===== src/design/etud_pkg.sv =====
`timescale 1ns / 1ps
`default_nettype none

package etud_pkg;

  localparam int SwitchW         = 7;
  localparam int StepW           = 20;
  localparam int DigitW          = 4;
  localparam int CountW          = 13;
  localparam int CalcW           = 15;
  localparam int WeightW         = 7;
  localparam int MinW            = 8;
  localparam int SecW            = 6;
  localparam int FractionBitsDef = 16;

  localparam int SecsPerHour = 3600;
  localparam int SecsPerMin  = 60;
  localparam int DigitBase   = 10;
  localparam int TestDigit   = 8;

  // Reciprocal constants: exact quotients over the full input ranges
  localparam int Div60Mul   = 8739;
  localparam int Div60Shift = 19;
  localparam int Div60ProdW = 27;
  localparam int Div10Mul   = 205;
  localparam int Div10Shift = 11;
  localparam int Div10ProdW = 16;

  typedef struct packed {
    logic              test;
    logic [CountW-1:0] count;
  } etud_cnt_t;

  typedef struct packed {
    logic            test;
    logic [MinW-1:0] mins;
    logic [SecW-1:0] secs;
  } etud_ms_t;

  // Thumbwheel weights 1,2,4,8,10,20,40
  function automatic logic [WeightW-1:0] weigh(input logic [SwitchW-1:0] sw);
    logic [WeightW-1:0] s;
    s = WeightW'(sw[3:0]);
    if (sw[4]) s = s + WeightW'(10);
    if (sw[5]) s = s + WeightW'(20);
    if (sw[6]) s = s + WeightW'(40);
    return s;
  endfunction

endpackage

`default_nettype wire


===== src/design/etud_if.sv =====
`timescale 1ns / 1ps
`default_nettype none

interface etud_in_if import etud_pkg::*; ();
  logic               valid;
  logic               ready;
  logic               mode_up;
  logic               test_sel;
  logic               abort_reset;
  logic               liftoff_start;
  logic               run_cmd;
  logic               halt_cmd;
  logic               load_cmd;
  logic               clear_cmd;
  logic [SwitchW-1:0] minute_switches;
  logic [SwitchW-1:0] second_switches;
  logic [StepW-1:0]   elapsed_step;

  modport source (
    output valid, mode_up, test_sel, abort_reset, liftoff_start, run_cmd,
           halt_cmd, load_cmd, clear_cmd, minute_switches, second_switches,
           elapsed_step,
    input  ready
  );
  modport sink (
    input  valid, mode_up, test_sel, abort_reset, liftoff_start, run_cmd,
           halt_cmd, load_cmd, clear_cmd, minute_switches, second_switches,
           elapsed_step,
    output ready
  );
endinterface

interface etud_out_if import etud_pkg::*; ();
  logic              valid;
  logic              ready;
  logic [DigitW-1:0] minute_tens_digit;
  logic [DigitW-1:0] minute_units_digit;
  logic [DigitW-1:0] second_tens_digit;
  logic [DigitW-1:0] second_units_digit;

  modport source (
    output valid, minute_tens_digit, minute_units_digit, second_tens_digit,
           second_units_digit,
    input  ready
  );
  modport sink (
    input  valid, minute_tens_digit, minute_units_digit, second_tens_digit,
           second_units_digit,
    output ready
  );
endinterface

`default_nettype wire


===== src/design/etud_tick.sv =====
`timescale 1ns / 1ps
`default_nettype none

module etud_tick import etud_pkg::*; #(
  parameter int FractionBits = FractionBitsDef
) (
  input  logic       clk_i,
  input  logic       rst_ni,
  etud_in_if.sink    in_i,
  output logic       valid_o,
  input  logic       ready_i,
  output etud_cnt_t  cnt_o
);

  localparam int SumW = ((FractionBits > StepW) ? FractionBits : StepW) + 1;

  logic                    valid_q;
  etud_cnt_t               cnt_q, cnt_d;
  logic [FractionBits-1:0] frac_q, frac_d;
  logic                    running_q, running_d;
  logic                    up_q, up_d;
  logic                    forced_q, forced_d;
  logic                    pend_q, pend_d;
  logic                    prev_abort_q, prev_lift_q;

  logic              accept;
  logic              held, lift_now, clear_req, run_rise, block_up;
  logic [SumW-1:0]   sum;
  logic [CalcW-1:0]  dt, t;

  assign in_i.ready = !valid_q || ready_i;
  assign accept     = in_i.valid && in_i.ready;
  assign valid_o    = valid_q;
  assign cnt_o      = cnt_q;

  always_comb begin
    held      = in_i.abort_reset || in_i.liftoff_start;
    lift_now  = in_i.liftoff_start && !in_i.abort_reset;
    clear_req = (!prev_abort_q && in_i.abort_reset) || (!prev_lift_q && lift_now) ||
                (in_i.halt_cmd && held);

    running_d = !(in_i.halt_cmd || in_i.load_cmd || in_i.clear_cmd) &&
                (running_q || in_i.run_cmd || held);
    run_rise  = !running_q && running_d;

    forced_d = !(in_i.clear_cmd || run_rise) && (forced_q || pend_q);
    block_up = !(in_i.mode_up || in_i.test_sel) && run_rise && !forced_d && !held;
    up_d     = !block_up && (up_q || held || run_rise || in_i.mode_up || forced_d);

    sum = SumW'(frac_q) + SumW'(in_i.elapsed_step);
    dt  = CalcW'(sum >> FractionBits);
    t   = '0;

    pend_d       = 1'b0;
    frac_d       = frac_q;
    cnt_d.test   = in_i.test_sel;
    cnt_d.count  = cnt_q.count;

    if (in_i.clear_cmd || clear_req) begin
      cnt_d.count = '0;
      frac_d      = '0;
    end else if (in_i.load_cmd) begin
      cnt_d.count = CountW'(CountW'(weigh(in_i.minute_switches)) * CountW'(SecsPerMin)) +
                    CountW'(weigh(in_i.second_switches));
    end else if (running_d) begin
      frac_d = sum[FractionBits-1:0];
      if (up_d) begin
        t = CalcW'(cnt_q.count) + dt;
        // single wrap per tick
        if (t >= CalcW'(SecsPerHour)) t = t - CalcW'(SecsPerHour);
      end else begin
        t = CalcW'(cnt_q.count) - dt;
        // reflect at or below zero and force up-counting next tick
        if (t[CalcW-1] || t == '0) begin
          t      = -t;
          pend_d = 1'b1;
        end
      end
      cnt_d.count = t[CountW-1:0];
    end else begin
      frac_d = '0;
    end
  end

  always_ff @(posedge clk_i or negedge rst_ni) begin
    if (!rst_ni) begin
      valid_q      <= 1'b0;
      cnt_q        <= '0;
      frac_q       <= '0;
      running_q    <= 1'b0;
      up_q         <= 1'b0;
      forced_q     <= 1'b0;
      pend_q       <= 1'b0;
      prev_abort_q <= 1'b0;
      prev_lift_q  <= 1'b0;
    end else begin
      if (in_i.ready) valid_q <= in_i.valid;
      if (accept) begin
        cnt_q        <= cnt_d;
        frac_q       <= frac_d;
        running_q    <= running_d;
        up_q         <= up_d;
        forced_q     <= forced_d;
        pend_q       <= pend_d;
        prev_abort_q <= in_i.abort_reset;
        prev_lift_q  <= lift_now;
      end
    end
  end

endmodule

`default_nettype wire


===== src/design/etud_div60.sv =====
`timescale 1ns / 1ps
`default_nettype none

module etud_div60 import etud_pkg::*; (
  input  logic      clk_i,
  input  logic      rst_ni,
  input  logic      valid_i,
  output logic      ready_o,
  input  etud_cnt_t cnt_i,
  output logic      valid_o,
  input  logic      ready_i,
  output etud_ms_t  ms_o
);

  logic                  valid_q;
  etud_ms_t              ms_q, ms_d;
  logic [Div60ProdW-1:0] prod;
  logic [CountW-1:0]     rem;

  assign ready_o = !valid_q || ready_i;
  assign valid_o = valid_q;
  assign ms_o    = ms_q;

  always_comb begin
    prod      = Div60ProdW'(cnt_i.count) * Div60ProdW'(Div60Mul);
    ms_d.mins = MinW'(prod >> Div60Shift);
    rem       = cnt_i.count - CountW'(CountW'(ms_d.mins) * CountW'(SecsPerMin));
    ms_d.secs = rem[SecW-1:0];
    ms_d.test = cnt_i.test;
  end

  always_ff @(posedge clk_i or negedge rst_ni) begin
    if (!rst_ni) begin
      valid_q <= 1'b0;
    end else if (ready_o) begin
      valid_q <= valid_i;
    end
  end

  always_ff @(posedge clk_i) begin
    if (valid_i && ready_o) ms_q <= ms_d;
  end

endmodule

`default_nettype wire


===== src/design/etud_div10.sv =====
`timescale 1ns / 1ps
`default_nettype none

module etud_div10 import etud_pkg::*; (
  input  logic        clk_i,
  input  logic        rst_ni,
  input  logic        valid_i,
  output logic        ready_o,
  input  etud_ms_t    ms_i,
  etud_out_if.source  out_o
);

  logic                  valid_q;
  logic [DigitW-1:0]     mt_q, mu_q, st_q, su_q;
  logic [DigitW-1:0]     mt_d, mu_d, st_d, su_d;
  logic [Div10ProdW-1:0] mprod, sprod;
  logic [MinW-1:0]       mrem;
  logic [SecW-1:0]       srem;

  assign ready_o                  = !valid_q || out_o.ready;
  assign out_o.valid              = valid_q;
  assign out_o.minute_tens_digit  = mt_q;
  assign out_o.minute_units_digit = mu_q;
  assign out_o.second_tens_digit  = st_q;
  assign out_o.second_units_digit = su_q;

  always_comb begin
    mprod = Div10ProdW'(ms_i.mins) * Div10ProdW'(Div10Mul);
    sprod = Div10ProdW'(ms_i.secs) * Div10ProdW'(Div10Mul);
    mt_d  = DigitW'(mprod >> Div10Shift);
    st_d  = DigitW'(sprod >> Div10Shift);
    mrem  = ms_i.mins - MinW'(MinW'(mt_d) * MinW'(DigitBase));
    srem  = ms_i.secs - SecW'(SecW'(st_d) * SecW'(DigitBase));
    mu_d  = mrem[DigitW-1:0];
    su_d  = srem[DigitW-1:0];
    // test mode: all eights
    if (ms_i.test) begin
      mt_d = DigitW'(TestDigit);
      mu_d = DigitW'(TestDigit);
      st_d = DigitW'(TestDigit);
      su_d = DigitW'(TestDigit);
    end
  end

  always_ff @(posedge clk_i or negedge rst_ni) begin
    if (!rst_ni) begin
      valid_q <= 1'b0;
    end else if (ready_o) begin
      valid_q <= valid_i;
    end
  end

  always_ff @(posedge clk_i) begin
    if (valid_i && ready_o) begin
      mt_q <= mt_d;
      mu_q <= mu_d;
      st_q <= st_d;
      su_q <= su_d;
    end
  end

endmodule

`default_nettype wire


===== src/design/event_timer_up_down_mmss_core.sv =====
// Event timer with an up/down MM:SS count.
// in_i carries one tick item: panel switch levels, thumbwheel switches and the
// time elapsed since the previous tick (unsigned, FractionBits fraction bits).
// out_o carries one result item per tick: the four MM:SS display digits, or
// all eights while the mode switch is in test.
// Both channels use valid/ready; an item moves on an edge with both high.
// Three registered stages: the tick stage updates the latches, the fraction
// accumulator and the seconds count; the next stage splits the count into
// minutes and seconds by a reciprocal multiply; the last splits each into
// tens and units and drives the output register.
// An item passes through the tick, minute/second and digit registers in turn,
// and one item is taken every cycle while no stall holds the stages. Each stage
// holds its item while the stage after it is full, so a stall on out_o backs up
// to in_i only once all three stages hold an item.
// Reset clears all latches, the count and the fraction accumulator, and empties
// the pipeline.
`timescale 1ns / 1ps
`default_nettype none

module event_timer_up_down_mmss_core import etud_pkg::*; #(
  parameter int FractionBits = FractionBitsDef
) (
  input  logic       clk_i,
  input  logic       rst_ni,
  etud_in_if.sink    in_i,
  etud_out_if.source out_o
);

  logic      cnt_valid, cnt_ready;
  etud_cnt_t cnt;
  logic      ms_valid, ms_ready;
  etud_ms_t  ms;

  etud_tick #(
    .FractionBits(FractionBits)
  ) u_tick (
    .clk_i   (clk_i),
    .rst_ni  (rst_ni),
    .in_i    (in_i),
    .valid_o (cnt_valid),
    .ready_i (cnt_ready),
    .cnt_o   (cnt)
  );

  etud_div60 u_div60 (
    .clk_i   (clk_i),
    .rst_ni  (rst_ni),
    .valid_i (cnt_valid),
    .ready_o (cnt_ready),
    .cnt_i   (cnt),
    .valid_o (ms_valid),
    .ready_i (ms_ready),
    .ms_o    (ms)
  );

  etud_div10 u_div10 (
    .clk_i   (clk_i),
    .rst_ni  (rst_ni),
    .valid_i (ms_valid),
    .ready_o (ms_ready),
    .ms_i    (ms),
    .out_o   (out_o)
  );

  a_reset_clears: assert property (@(posedge clk_i) disable iff (!rst_ni)
    (in_i.valid && in_i.ready && in_i.clear_cmd) |=> (cnt.count == '0))
    else $error("timer reset did not clear the count");

  a_secs_range: assert property (@(posedge clk_i) disable iff (!rst_ni)
    ms_valid |-> (ms.secs < SecW'(SecsPerMin)))
    else $error("seconds field out of range");

  a_split_exact: assert property (@(posedge clk_i) disable iff (!rst_ni)
    (cnt_valid && cnt_ready) |=>
      ((CalcW'(ms.mins) * CalcW'(SecsPerMin) + CalcW'(ms.secs)) ==
       CalcW'($past(cnt.count))))
    else $error("minute/second split does not rebuild the count");

  a_out_fed: assert property (@(posedge clk_i) disable iff (!rst_ni)
    (ms_valid && ms_ready) |=> out_o.valid)
    else $error("item lost before output register");

endmodule

`default_nettype wire


===== src/flat_wrapper.sv =====
// flat-port wrapper written by rule: the top's interface ports become plain ports
module event_timer_up_down_mmss_core_flat import etud_pkg::*;
#(
  parameter int FractionBits = FractionBitsDef
)
  (clk_i, rst_ni, in_i_valid, in_i_mode_up, in_i_test_sel, in_i_abort_reset, in_i_liftoff_start, in_i_run_cmd, in_i_halt_cmd, in_i_load_cmd, in_i_clear_cmd, in_i_minute_switches, in_i_second_switches, in_i_elapsed_step, in_i_ready, out_o_valid, out_o_minute_tens_digit, out_o_minute_units_digit, out_o_second_tens_digit, out_o_second_units_digit, out_o_ready);
  etud_in_if in_i_i ();
  etud_out_if out_o_i ();
  input  logic clk_i;
  input  logic rst_ni;
  input wire logic [$bits(in_i_i.valid)-1:0] in_i_valid;
  input wire logic [$bits(in_i_i.mode_up)-1:0] in_i_mode_up;
  input wire logic [$bits(in_i_i.test_sel)-1:0] in_i_test_sel;
  input wire logic [$bits(in_i_i.abort_reset)-1:0] in_i_abort_reset;
  input wire logic [$bits(in_i_i.liftoff_start)-1:0] in_i_liftoff_start;
  input wire logic [$bits(in_i_i.run_cmd)-1:0] in_i_run_cmd;
  input wire logic [$bits(in_i_i.halt_cmd)-1:0] in_i_halt_cmd;
  input wire logic [$bits(in_i_i.load_cmd)-1:0] in_i_load_cmd;
  input wire logic [$bits(in_i_i.clear_cmd)-1:0] in_i_clear_cmd;
  input wire logic [$bits(in_i_i.minute_switches)-1:0] in_i_minute_switches;
  input wire logic [$bits(in_i_i.second_switches)-1:0] in_i_second_switches;
  input wire logic [$bits(in_i_i.elapsed_step)-1:0] in_i_elapsed_step;
  output wire logic [$bits(in_i_i.ready)-1:0] in_i_ready;
  output wire logic [$bits(out_o_i.valid)-1:0] out_o_valid;
  output wire logic [$bits(out_o_i.minute_tens_digit)-1:0] out_o_minute_tens_digit;
  output wire logic [$bits(out_o_i.minute_units_digit)-1:0] out_o_minute_units_digit;
  output wire logic [$bits(out_o_i.second_tens_digit)-1:0] out_o_second_tens_digit;
  output wire logic [$bits(out_o_i.second_units_digit)-1:0] out_o_second_units_digit;
  input wire logic [$bits(out_o_i.ready)-1:0] out_o_ready;
  assign in_i_i.valid = in_i_valid;
  assign in_i_i.mode_up = in_i_mode_up;
  assign in_i_i.test_sel = in_i_test_sel;
  assign in_i_i.abort_reset = in_i_abort_reset;
  assign in_i_i.liftoff_start = in_i_liftoff_start;
  assign in_i_i.run_cmd = in_i_run_cmd;
  assign in_i_i.halt_cmd = in_i_halt_cmd;
  assign in_i_i.load_cmd = in_i_load_cmd;
  assign in_i_i.clear_cmd = in_i_clear_cmd;
  assign in_i_i.minute_switches = in_i_minute_switches;
  assign in_i_i.second_switches = in_i_second_switches;
  assign in_i_i.elapsed_step = in_i_elapsed_step;
  assign in_i_ready = in_i_i.ready;
  assign out_o_valid = out_o_i.valid;
  assign out_o_minute_tens_digit = out_o_i.minute_tens_digit;
  assign out_o_minute_units_digit = out_o_i.minute_units_digit;
  assign out_o_second_tens_digit = out_o_i.second_tens_digit;
  assign out_o_second_units_digit = out_o_i.second_units_digit;
  assign out_o_i.ready = out_o_ready;
  event_timer_up_down_mmss_core #(.FractionBits(FractionBits)) u_core (.clk_i(clk_i), .rst_ni(rst_ni), .in_i(in_i_i), .out_o(out_o_i));
endmodule

===== config.mk =====
export PLATFORM = sky130hd
export DESIGN_NAME = event_timer_up_down_mmss_core_flat
export DESIGN_NICKNAME = d
export VERILOG_FILES = /design/src/design/etud_pkg.sv /design/src/design/etud_if.sv /design/src/design/etud_tick.sv /design/src/design/etud_div60.sv /design/src/design/etud_div10.sv /design/src/design/event_timer_up_down_mmss_core.sv /design/src/flat_wrapper.sv
export SDC_FILE = /design/constraint.sdc
export NUM_CORES = 1
export LEC_CHECK = 0
export ABC_AREA = 1
export BUFFER_PORTS_ARGS = -buffer_cell sky130_fd_sc_hd__buf_2
export CORE_MARGIN = 5
export CORE_UTILIZATION = 45
export CTS_BUF_LIST = sky130_fd_sc_hd__clkbuf_8
export CTS_CLUSTER_SIZE = 24
export DETAILED_ROUTE_END_ITERATION = 6
export PLACE_DENSITY_LB_ADDON = 0.25
export SYNTH_ARGS = -nofsm -noshare
export SYNTH_HDL_FRONTEND = slang
export SYNTH_SLANG_ARGS = --single-unit

===== constraint.sdc =====
create_clock -name clk_i -period 8.25 [get_ports clk_i]
set_clock_uncertainty 0.15 [all_clocks]
set_input_delay 0 -clock clk_i [delete_from_list [all_inputs] [get_ports clk_i]]
set_output_delay 0 -clock clk_i [all_outputs]
set_load 0.05 [all_outputs]

Word-level counts from Yosys, hierarchy flattened

Cells that the tools add are included.

Register bits: 70
Input bits: 46
Output and inout port bits: 18
Word-level logic and storage cells: 127

Add/subtract/negate cells: 15
$mul: 7
Order comparisons: 1
Equality and inequality tests: 1
Mux-type cells: 33
Reductions and logical operators: 50

Operator list:

| kind                                                                | number |
|---|---|
| two-way mux 7 bit                                                   | 16 |
| two-way mux 13 bit                                                  | 6 |
| two-way mux 16 bit                                                  | 3 |
| multiplier 13 x 14 -> 27 bit, second input constant                 | 1 |
| adder 16 x 20 -> 21 bit                                             | 1 |
| logical OR 1 bit                                                    | 19 |
| zero test 15 bit                                                    | 1 |
| multiplier 8 x 8 -> 15 bit, second input constant                   | 1 |
| adder 13 x 5 -> 14 bit                                              | 1 |
| adder 7 x 5 -> 7 bit, second input constant                         | 2 |
| adder 7 x 6 -> 7 bit, second input constant                         | 2 |
| greater-or-equal comparator 14 x 12 -> 1 bit, second input constant | 1 |
| logical AND 1 bit                                                   | 14 |
| multiplier 6 x 8 -> 14 bit, second input constant                   | 1 |
| subtractor 13 x 5 -> 14 bit                                         | 1 |
| adder 13 x 7 -> 13 bit                                              | 1 |
| zero test 1 bit                                                     | 13 |
| negator 13 bit                                                      | 1 |
| subtractor 13 x 12 -> 13 bit, second input constant                 | 1 |
| multiplier 7 x 4 -> 11 bit, second input constant                   | 1 |
| adder 4 x 4 -> 5 bit, second input constant                         | 2 |
| two-way mux 5 bit                                                   | 2 |
| multiplier 8 x 4 -> 4 bit, second input constant                    | 1 |
| subtractor 4 bit                                                    | 2 |
| other kinds (8)                                                     | 13 |

Logic depth before layout (Yosys ltp)

Gate-level depths: netlist of run 1.

Depth in word-level cells: 19
Gate-level depth with buffers: 40
Depth with buffers taken out: 39

By module

A second synthesis of run 1 with hierarchy kept.

Cell total of the unflattened synthesis: 1622
Area, all modules: 11537.3 um^2

Modules (own cells, without submodules):

| module     | times used | cells each | area an instance (um^2) | seq. area each (um^2) |
|---|---|---|---|---|
| etud_tick  | 1          | 900        | 5715.5                  | 925.9 |
| etud_div60 | 1          | 408        | 3130.5                  | 475.5 |
| etud_div10 | 1          | 314        | 2691.3                  | 505.5 |

Worst setup path after synthesis of run 1

Ideal clock, no wire load.

Kind: register -> register
Start: reg u_core.u_tick.cnt_q, in the netlist u_core.u_tick.cnt_o[11]
End: reg u_core.u_div60.ms_q, in the netlist u_core.u_div60.ms_o[5] (data pin)
Setup time: 0.265 ns
Arrival time: 5.598 ns
Data required time: 7.835 ns
Path slack: 2.236 ns
Stages on the path, launching flop included: 26
Buffers on the path: 0
Period minus slack after synthesis: 6.014 ns
Path through: dfrtp_1 > inv_1 > ha_1 > fa_1 > inv_1 > fa_1 > fa_1 > inv_1 > ha_1 > nand2_1 > o21ai_0 > a21oi_1 > o21ai_0 > a21boi_0 > o21ai_0 > nand2_1 > xnor2_1 > ha_1 > ha_1 > ha_1 > inv_1 > ha_1 > a21oi_1 > o21ai_0 > xor2_1 > xor2_1

Word-level cells in the longest chain between the ends: 3

Ends and longest elaborated chain:

| item                         | RTL line         | source |
|---|---|---|
| start, declared              | etud_tick.sv:18  | `etud_cnt_t cnt_q, cnt_d;` |
| start signal, assigned       | etud_tick.sv:99  | `cnt_q <= cnt_d;` |
| multiplier 13 x 14 -> 27 bit | etud_div60.sv:25 | `prod = Div60ProdW'(cnt_i.count) * Div60ProdW'(Div60Mul);` |
| net u_core.u_div60.prod[20]  | etud_div60.sv:17 | `logic [Div60ProdW-1:0] prod;` |
| multiplier 8 x 4 -> 4 bit    | etud_div60.sv:27 | `rem = cnt_i.count - CountW'(CountW'(ms_d.mins) * CountW'(SecsPerMin));` |
| subtractor 6 bit             | etud_div60.sv:27 |  |
| net u_core.u_div60.rem[5]    | etud_div60.sv:18 | `logic [CountW-1:0] rem;` |
| end signal, assigned         | etud_div60.sv:41 | `if (valid_i && ready_o) ms_q <= ms_d;` |
| end, declared                | etud_div60.sv:16 | `etud_ms_t ms_q, ms_d;` |

The timed path passes the listed nets, and every way through them passes these cells.
A chain may end at the register's enable or synchronous reset.

Worst setup path after layout of run 1

Same ends and word-level chain as after synthesis.

==> results of run 1 <==
## stage by stage
step,cells,setup WS [ps]
3_5_place_dp,1790,1640
6_report,1832,1570
4_1_cts,1832,1580
5_1_grt,1832,1180
2_1_floorplan,1417,2240
3_3_place_gp,1790,1810
## metal layers
layer,track usage,up-vias,routed length [µm]
li1,-,4734,-
met1,0.252,4154,11500
met2,0.311,129,11100
met3,0.0242,19,863
met4,0.0332,0,244
met5,0,-,0
## tightest hold or removal path, cell delays in order
cell and delay, ps:
buf_2 90, ha_1 210, nand2_1 70, nand2_1 50, o21ai_0 60
## cell type report
cell class	count	area, µm²	area share
well taps	319	399	0.0341
clock inverters	7	73.8	0.00631
repair buffers	92	598	0.0511
inverters	273	1020	0.0875
clock buffers	9	124	0.0106
flip-flops and latches	70	1910	0.163
multi-input cells	1062	7580	0.648
## where the power goes
part	internal, W	leakage (nW)	switching [W]	total, W
Combinational	0.00105	5.77	0.00163	0.00269
Clock	0.000141	0.0937	0.000155	0.000296
Sequential	0.000505	0.829	0.0000780	0.000582
Total	0.00170	6.69	0.00187	0.00356
## logic make-up after synthesis
kind of cell	after synthesis
AND/OR/NAND/NOR	589
flip-flops	70
adder cells (fa/ha/maj)	263
AO/OA/AOI/OAI	153
XOR/XNOR	57
buffers and inverters	285
## flip-flops by register name (all words and copies together), names as in the netlist
signal	cells
u_core.u_div10.out_o.second_units_digit	4
u_core.u_tick.pend_q	1
u_core.u_tick.prev_abort_q	1
u_core.u_tick.up_q	1
u_core.u_tick.prev_lift_q	1
u_core.u_div10.out_o.minute_tens_digit	4
u_core.u_div60.ms_o	15
u_core.u_tick.valid_o	1
u_core.u_tick.forced_q	1
u_core.u_div10.out_o.second_tens_digit	4
u_core.u_div10.out_o.minute_units_digit	4
u_core.u_tick.running_q	1
u_core.u_tick.frac_q	16
u_core.u_div10.out_o.valid	1
u_core.u_tick.cnt_o	14
u_core.u_div60.valid_o	1
## worst paths after layout
check | start | endpoint | slack [ps] | cells past startpoint
worst max register to register | u_core.u_tick.cnt_o[11] | u_core.u_div60.ms_o[5] | 1570 | 25
worst min register to register | u_core.u_tick.cnt_o[13] | u_core.u_div60.ms_o[14] | 300 | 0
worst min-delay path | in_i_elapsed_step[14] | u_core.u_tick.frac_q[14] | 3 | 5
worst max-delay path | u_core.u_tick.cnt_o[11] | u_core.u_div60.ms_o[5] | 1570 | 25
min in group asynchronous | rst_ni | u_core.u_tick.frac_q[12] | 160 | 2
max in group asynchronous | rst_ni | u_core.u_tick.frac_q[13] | 7190 | 2
## Yosys cell counts (all sizes together) (14+ instances only)
cell,number
nand2,366
edfxtp,31
o21ai,55
inv,270
nand4,30
ha,209
xnor2,21
or2,14
fa,54
a21oi,62
nor2,90
dfrtp,39
xor2,36
nand3,81
## what timing repair did
item,in CTS,in global routing
hold endpoints to repair,67,0
setup buffers,0,0
hold buffers,26,0
gates resized for setup,0,0
==> reports/metrics.yaml, run 1 <==
cells_and_area:
  post-route-util: 0.502
  syn2layout_area_growth_pct: 10.6
  drive_gt1_frac: 0.0806
  final_cell_mix: "354 x nand2_1, 268 x inv_1, 209 x ha_1, 86 x nor2_1, 76 x nand3_1"
  n_fill_cell: 2289
  mostFrequentLayoutCell: "nand2_1"
  fin_area_mm2: 0.0117
  insertedDiodeCount: 0
  nets: 1817
pwr:
  peakVddDrop_v: 0.000180
  p_leak_nw: 6.69
  p_per_area_mw_per_mm2: 304
  fin_total_pwr_w: 0.00356
logic_synthesis:
  synthesis.area_mm2: 0.0106
  synth_area_leaders: "ha_1 25%, nand2_1 13%, fa_1 10%"
  synth.distinct_cells: 46
  synthMuxAreaShare: 0
  avgSynthCellArea_um2: 7.47
  synth_nets: 1726
  yosys.area.top_type: "ha_1"
  yosysWarnings: 0
  syn_inst: 1417
  async_flop_share: 0.557
  synth_top_family_by_area: "adder cells"
  synth_compound_area_frac: 0.0819
  synth-xor-area-share: 0.0472
  yosysSeqAreaShare: 0.180
  synth_seq_cells: 70
  synth_adder_area_share: 0.349
  synth-simple-area-share: 0.238
  synth_edf_count: 31
  synth_top_area_frac: 0.247
  synth_ff_type: "dfrtp_1"
critical_path:
  critPathBufInv: 4
  cp_max_fo: 9
  cp-end-kind: "register"
  path_class: "reg -> reg"
  critical_path.max_stage_delay_ps: 540
  path_delay_family: "adder cells"
  crit_path_top_delay_cell: "dfrtp_1"
  critPathLaunchType: "register"
  crit_top_cell: "ha_1"
  worst_ep_arrival_time_ps: 6640
  worstPathRequired_ps: 8220
sta:
  setup_viol: 0
  relSlewSlack: 0.321
  period_share: 0.810
  drv_slew: 0
  rsz0062_at_grt: "no"
  fmax_mhz: 150
  fin_setup_tns_ps: 0
  hold_ws_ps: 3.44
  tightest_slew_ps: 1010
  finalHoldViolCount: 0
  layout_min_cycle_time_ps: 6680
detailed_routing:
  drc_errors: 0
  wl_um: 23700
  drtIter0Drc: 472
  drt_pass1_iterations: 5
  ant_nets: 0
  vias: 9036
  vias_per_cell: 4.93
  wire_per_inst_um: 12.9
global_route:
  antenna_found_initial: 0
  grt-ovfl-total: 0
  grt_max_degree: 40
  gr-usage-all-layers: 0.183
  grt_first_pass_wirelength_um: 40300
  grt_pass1_vias: 8658
floorplanning:
  core_mm2: 0.0233
  start_util: 0.454
  die_w_um: 163
  ioPinCount: 64
  die-area_mm2: 0.0267
  num_rows: 56
  die_height_um: 163
placement:
  post_dp_cell_area_mm2: 0.0112
  hpwl_um: 19900
  numPortBuffers: 63
  finalWeightedCongestion: 0.895
clocking:
  numClockSinks: 70
  path_clk_slew_ps: 90
  cts_root_buf: "clkbuf_8"
  cts_tree: "yes"
  cts_buffers: 9
  clk_latency_ps: 380
  htree_num_levels: 3
  clk_path_buf_depth: 2
status:
  status: "completed"
flow_run:
  maxCapViolations: 0
min_path:
  hold_path.class: "in -> reg"
No activity file was read; power rests on OpenSTA's default activity.
==> inputs of run 2 (changes only) <==
Clock period 8.25 ns to 6.4 ns, I/O delays scaled along.
==> reports/metrics.yaml, run 2 (same netlist as run 1, synthesis figures left out) <==
clocking:
  clk_path_buf_depth: 2  # unchanged
  cts_root_buf: "clkbuf_8"
  clk_latency_ps: 370  # about the same
  path_clk_slew_ps: 80  # about the same
  htree_num_levels: 3  # unchanged
  cts_tree: "yes"
  cts_buffers: 9  # unchanged
  numClockSinks: 70  # unchanged
floorplanning:
  die_height_um: 163  # unchanged
  start_util: 0.454  # unchanged
  die-area_mm2: 0.0267  # unchanged
  num_rows: 56  # unchanged
  ioPinCount: 64  # unchanged
  core_mm2: 0.0233  # unchanged
  die_w_um: 163  # unchanged
global_route:
  antenna_found_initial: 0  # unchanged
  gr-usage-all-layers: 0.187  # +0.00474
  grt-ovfl-total: 0  # unchanged
  grt_pass1_vias: 8743  # +0.98%
  grt_first_pass_wirelength_um: 41200  # +2.3%
  grt_max_degree: 40  # unchanged
detailed_routing:
  ant_nets: 0  # unchanged
  vias: 9150  # +1.3%
  wire_per_inst_um: 13.2  # +2.5%
  wl_um: 24500  # +3.5%
  drtIter0Drc: 599  # +27%
  drt_pass1_iterations: 5  # unchanged
  vias_per_cell: 4.95  # +0.28%
  drc_errors: 0  # unchanged
sta:
  finalHoldViolCount: 0  # unchanged
  layout_min_cycle_time_ps: 6190  # -491 ps
  hold_ws_ps: 27.4  # +23.9 ps
  fmax_mhz: 162  # +7.9%
  relSlewSlack: 0.331  # +0.00979
  drv_slew: 0  # unchanged
  rsz0062_at_grt: "yes"
  setup_viol: 0  # unchanged
  tightest_slew_ps: 1000  # -4.03 ps
  fin_setup_tns_ps: 0  # unchanged
  period_share: 0.967  # +0.157
cells_and_area:
  n_fill_cell: 2305  # +0.70%
  insertedDiodeCount: 0  # unchanged
  final_cells: 1850  # +0.98%
  final_cell_mix: "354 x nand2_1, 267 x inv_1, 209 x ha_1, 86 x nor2_1, 75 x nand3_1"
  mostFrequentLayoutCell: "nand2_1"
  largest_reg_flops: 16  # unchanged
  regMostFlops: "u_core.u_tick.frac_q"
  drive_gt1_frac: 0.0914  # +0.0108
  post-route-util: 0.508  # +0.00633
  syn2layout_area_growth_pct: 12.0
  nets: 1835  # +0.99%
critical_path:
  worstPathRequired_ps: 6360  # -1860 ps
  cp_max_fo: 4  # -5
  critPathLaunchType: "register"
  path_class: "reg -> reg"
  cp-end-kind: "register"
  worst_ep_arrival_time_ps: 6150  # -490 ps
min_path:
  hold_path.class: "in -> reg"
placement:
  numPortBuffers: 63  # unchanged
  placed_cells: 1804  # +0.78%
  hpwl_um: 20600  # +3.6%
  finalWeightedCongestion: 0.905  # +1.2%
pwr:
  p_per_area_mw_per_mm2: 394  # +29%
  p_leak_nw: 6.79  # +1.5%
  peakVddDrop_v: 0.000283  # +58%
flow_run:
  maxCapViolations: 0  # unchanged
status:
  status: "completed"
## run 2: changes by cell type in the layout (fill, tap and decap cells not counted), moves of 2 or more
cell,delta
dlygate4sd3_1,+2
buf_4,+16
o21ai_1,+3
o21ai_0,-2
## run 2: metrics by stage
stage / total power [W] / cell area (µm²) / setup WS [ps]
CTS: 0.00472 / 11800 / 23.7
global route: 0.00531 / 11900 / -161
detailed placement: 0.00428 / 11300 / 48.1
floorplan: 0.00353 / 10600 / 386
finish: 0.00467 / 11900 / 213
global placement: 0.00419 / 11300 / 250
## run 2: repair_timing
item,in CTS,in global routing
buffers inserted,0,2
resized for setup,0,6
hold buffers,28,0
endpoints found under the hold margin,67,0
setup endpoints to repair,0,9
## run 2: final timing paths
kind / end / cells past startpoint / from / slack, ps
worst max-delay path: u_core.u_div60.ms_o[5] / 24 / u_core.u_tick.cnt_o[11] / 210
worst min-delay path: u_core.u_tick.frac_q[12] / 5 / in_i_elapsed_step[12] / 30
worst max register to register: u_core.u_div60.ms_o[5] / 24 / u_core.u_tick.cnt_o[11] / 210
worst min register to register: u_core.u_div10.out_o.valid / 2 / u_core.u_div60.valid_o / 320
max in group asynchronous: u_core.u_tick.cnt_o[10] / 2 / rst_ni / 5230
min in group asynchronous: u_core.u_div10.out_o.valid / 2 / rst_ni / 190
## run 2: worst max-delay path, cell delays in order (launching register included)
cell and delay, ps:
dfrtp_1 370, inv_1 80, ha_1 310, fa_1 510, inv_1 50, fa_1 480
fa_1 540, inv_1 40, ha_1 330, a21oi_1 180, o21ai_1 90, a21oi_1 130
o21ai_0 90, a21boi_1 240, o21ai_1 150, xor2_1 260, ha_1 320, ha_1 310
ha_1 310, inv_1 50, ha_1 320, a21oi_1 160, o21ai_0 110, xor2_1 180
xor2_1 170
## run 2: report_power, final
part           switching [W]  internal [W]  leakage (nW)
Combinational        0.00216       0.00139          5.87
Sequential         0.0000813      0.000651         0.827
Clock               0.000205      0.000181        0.0937
Total                0.00244       0.00222          6.79
## run 2: layout make-up
cell class / count / area [µm²] / share of cell area
Clock inverter: 7 / 71.3 / 0.00602
Timing Repair Buffer: 110 / 738 / 0.0623
Inverter: 273 / 1020 / 0.0864
Sequential cell: 70 / 1910 / 0.161
Clock buffer: 9 / 124 / 0.0104
Multi-Input combinational cell: 1062 / 7590 / 0.640
Tap cell: 319 / 399 / 0.0337
## run 2: per-layer routing
| layer | GRT usage | part of all wire | vias up | routed length [µm] |
|---|---|---|---|---|
| met3 | 0.0222 | 0.033 | 31 | 801 |
| met4 | 0.0427 | 0.018 | 0 | 441 |
| met5 | 0 | 0 | - | 0 |
| li1 | - | - | 4770 | - |
| met1 | 0.256 | 0.48 | 4205 | 11800 |
| met2 | 0.320 | 0.47 | 144 | 11500 |
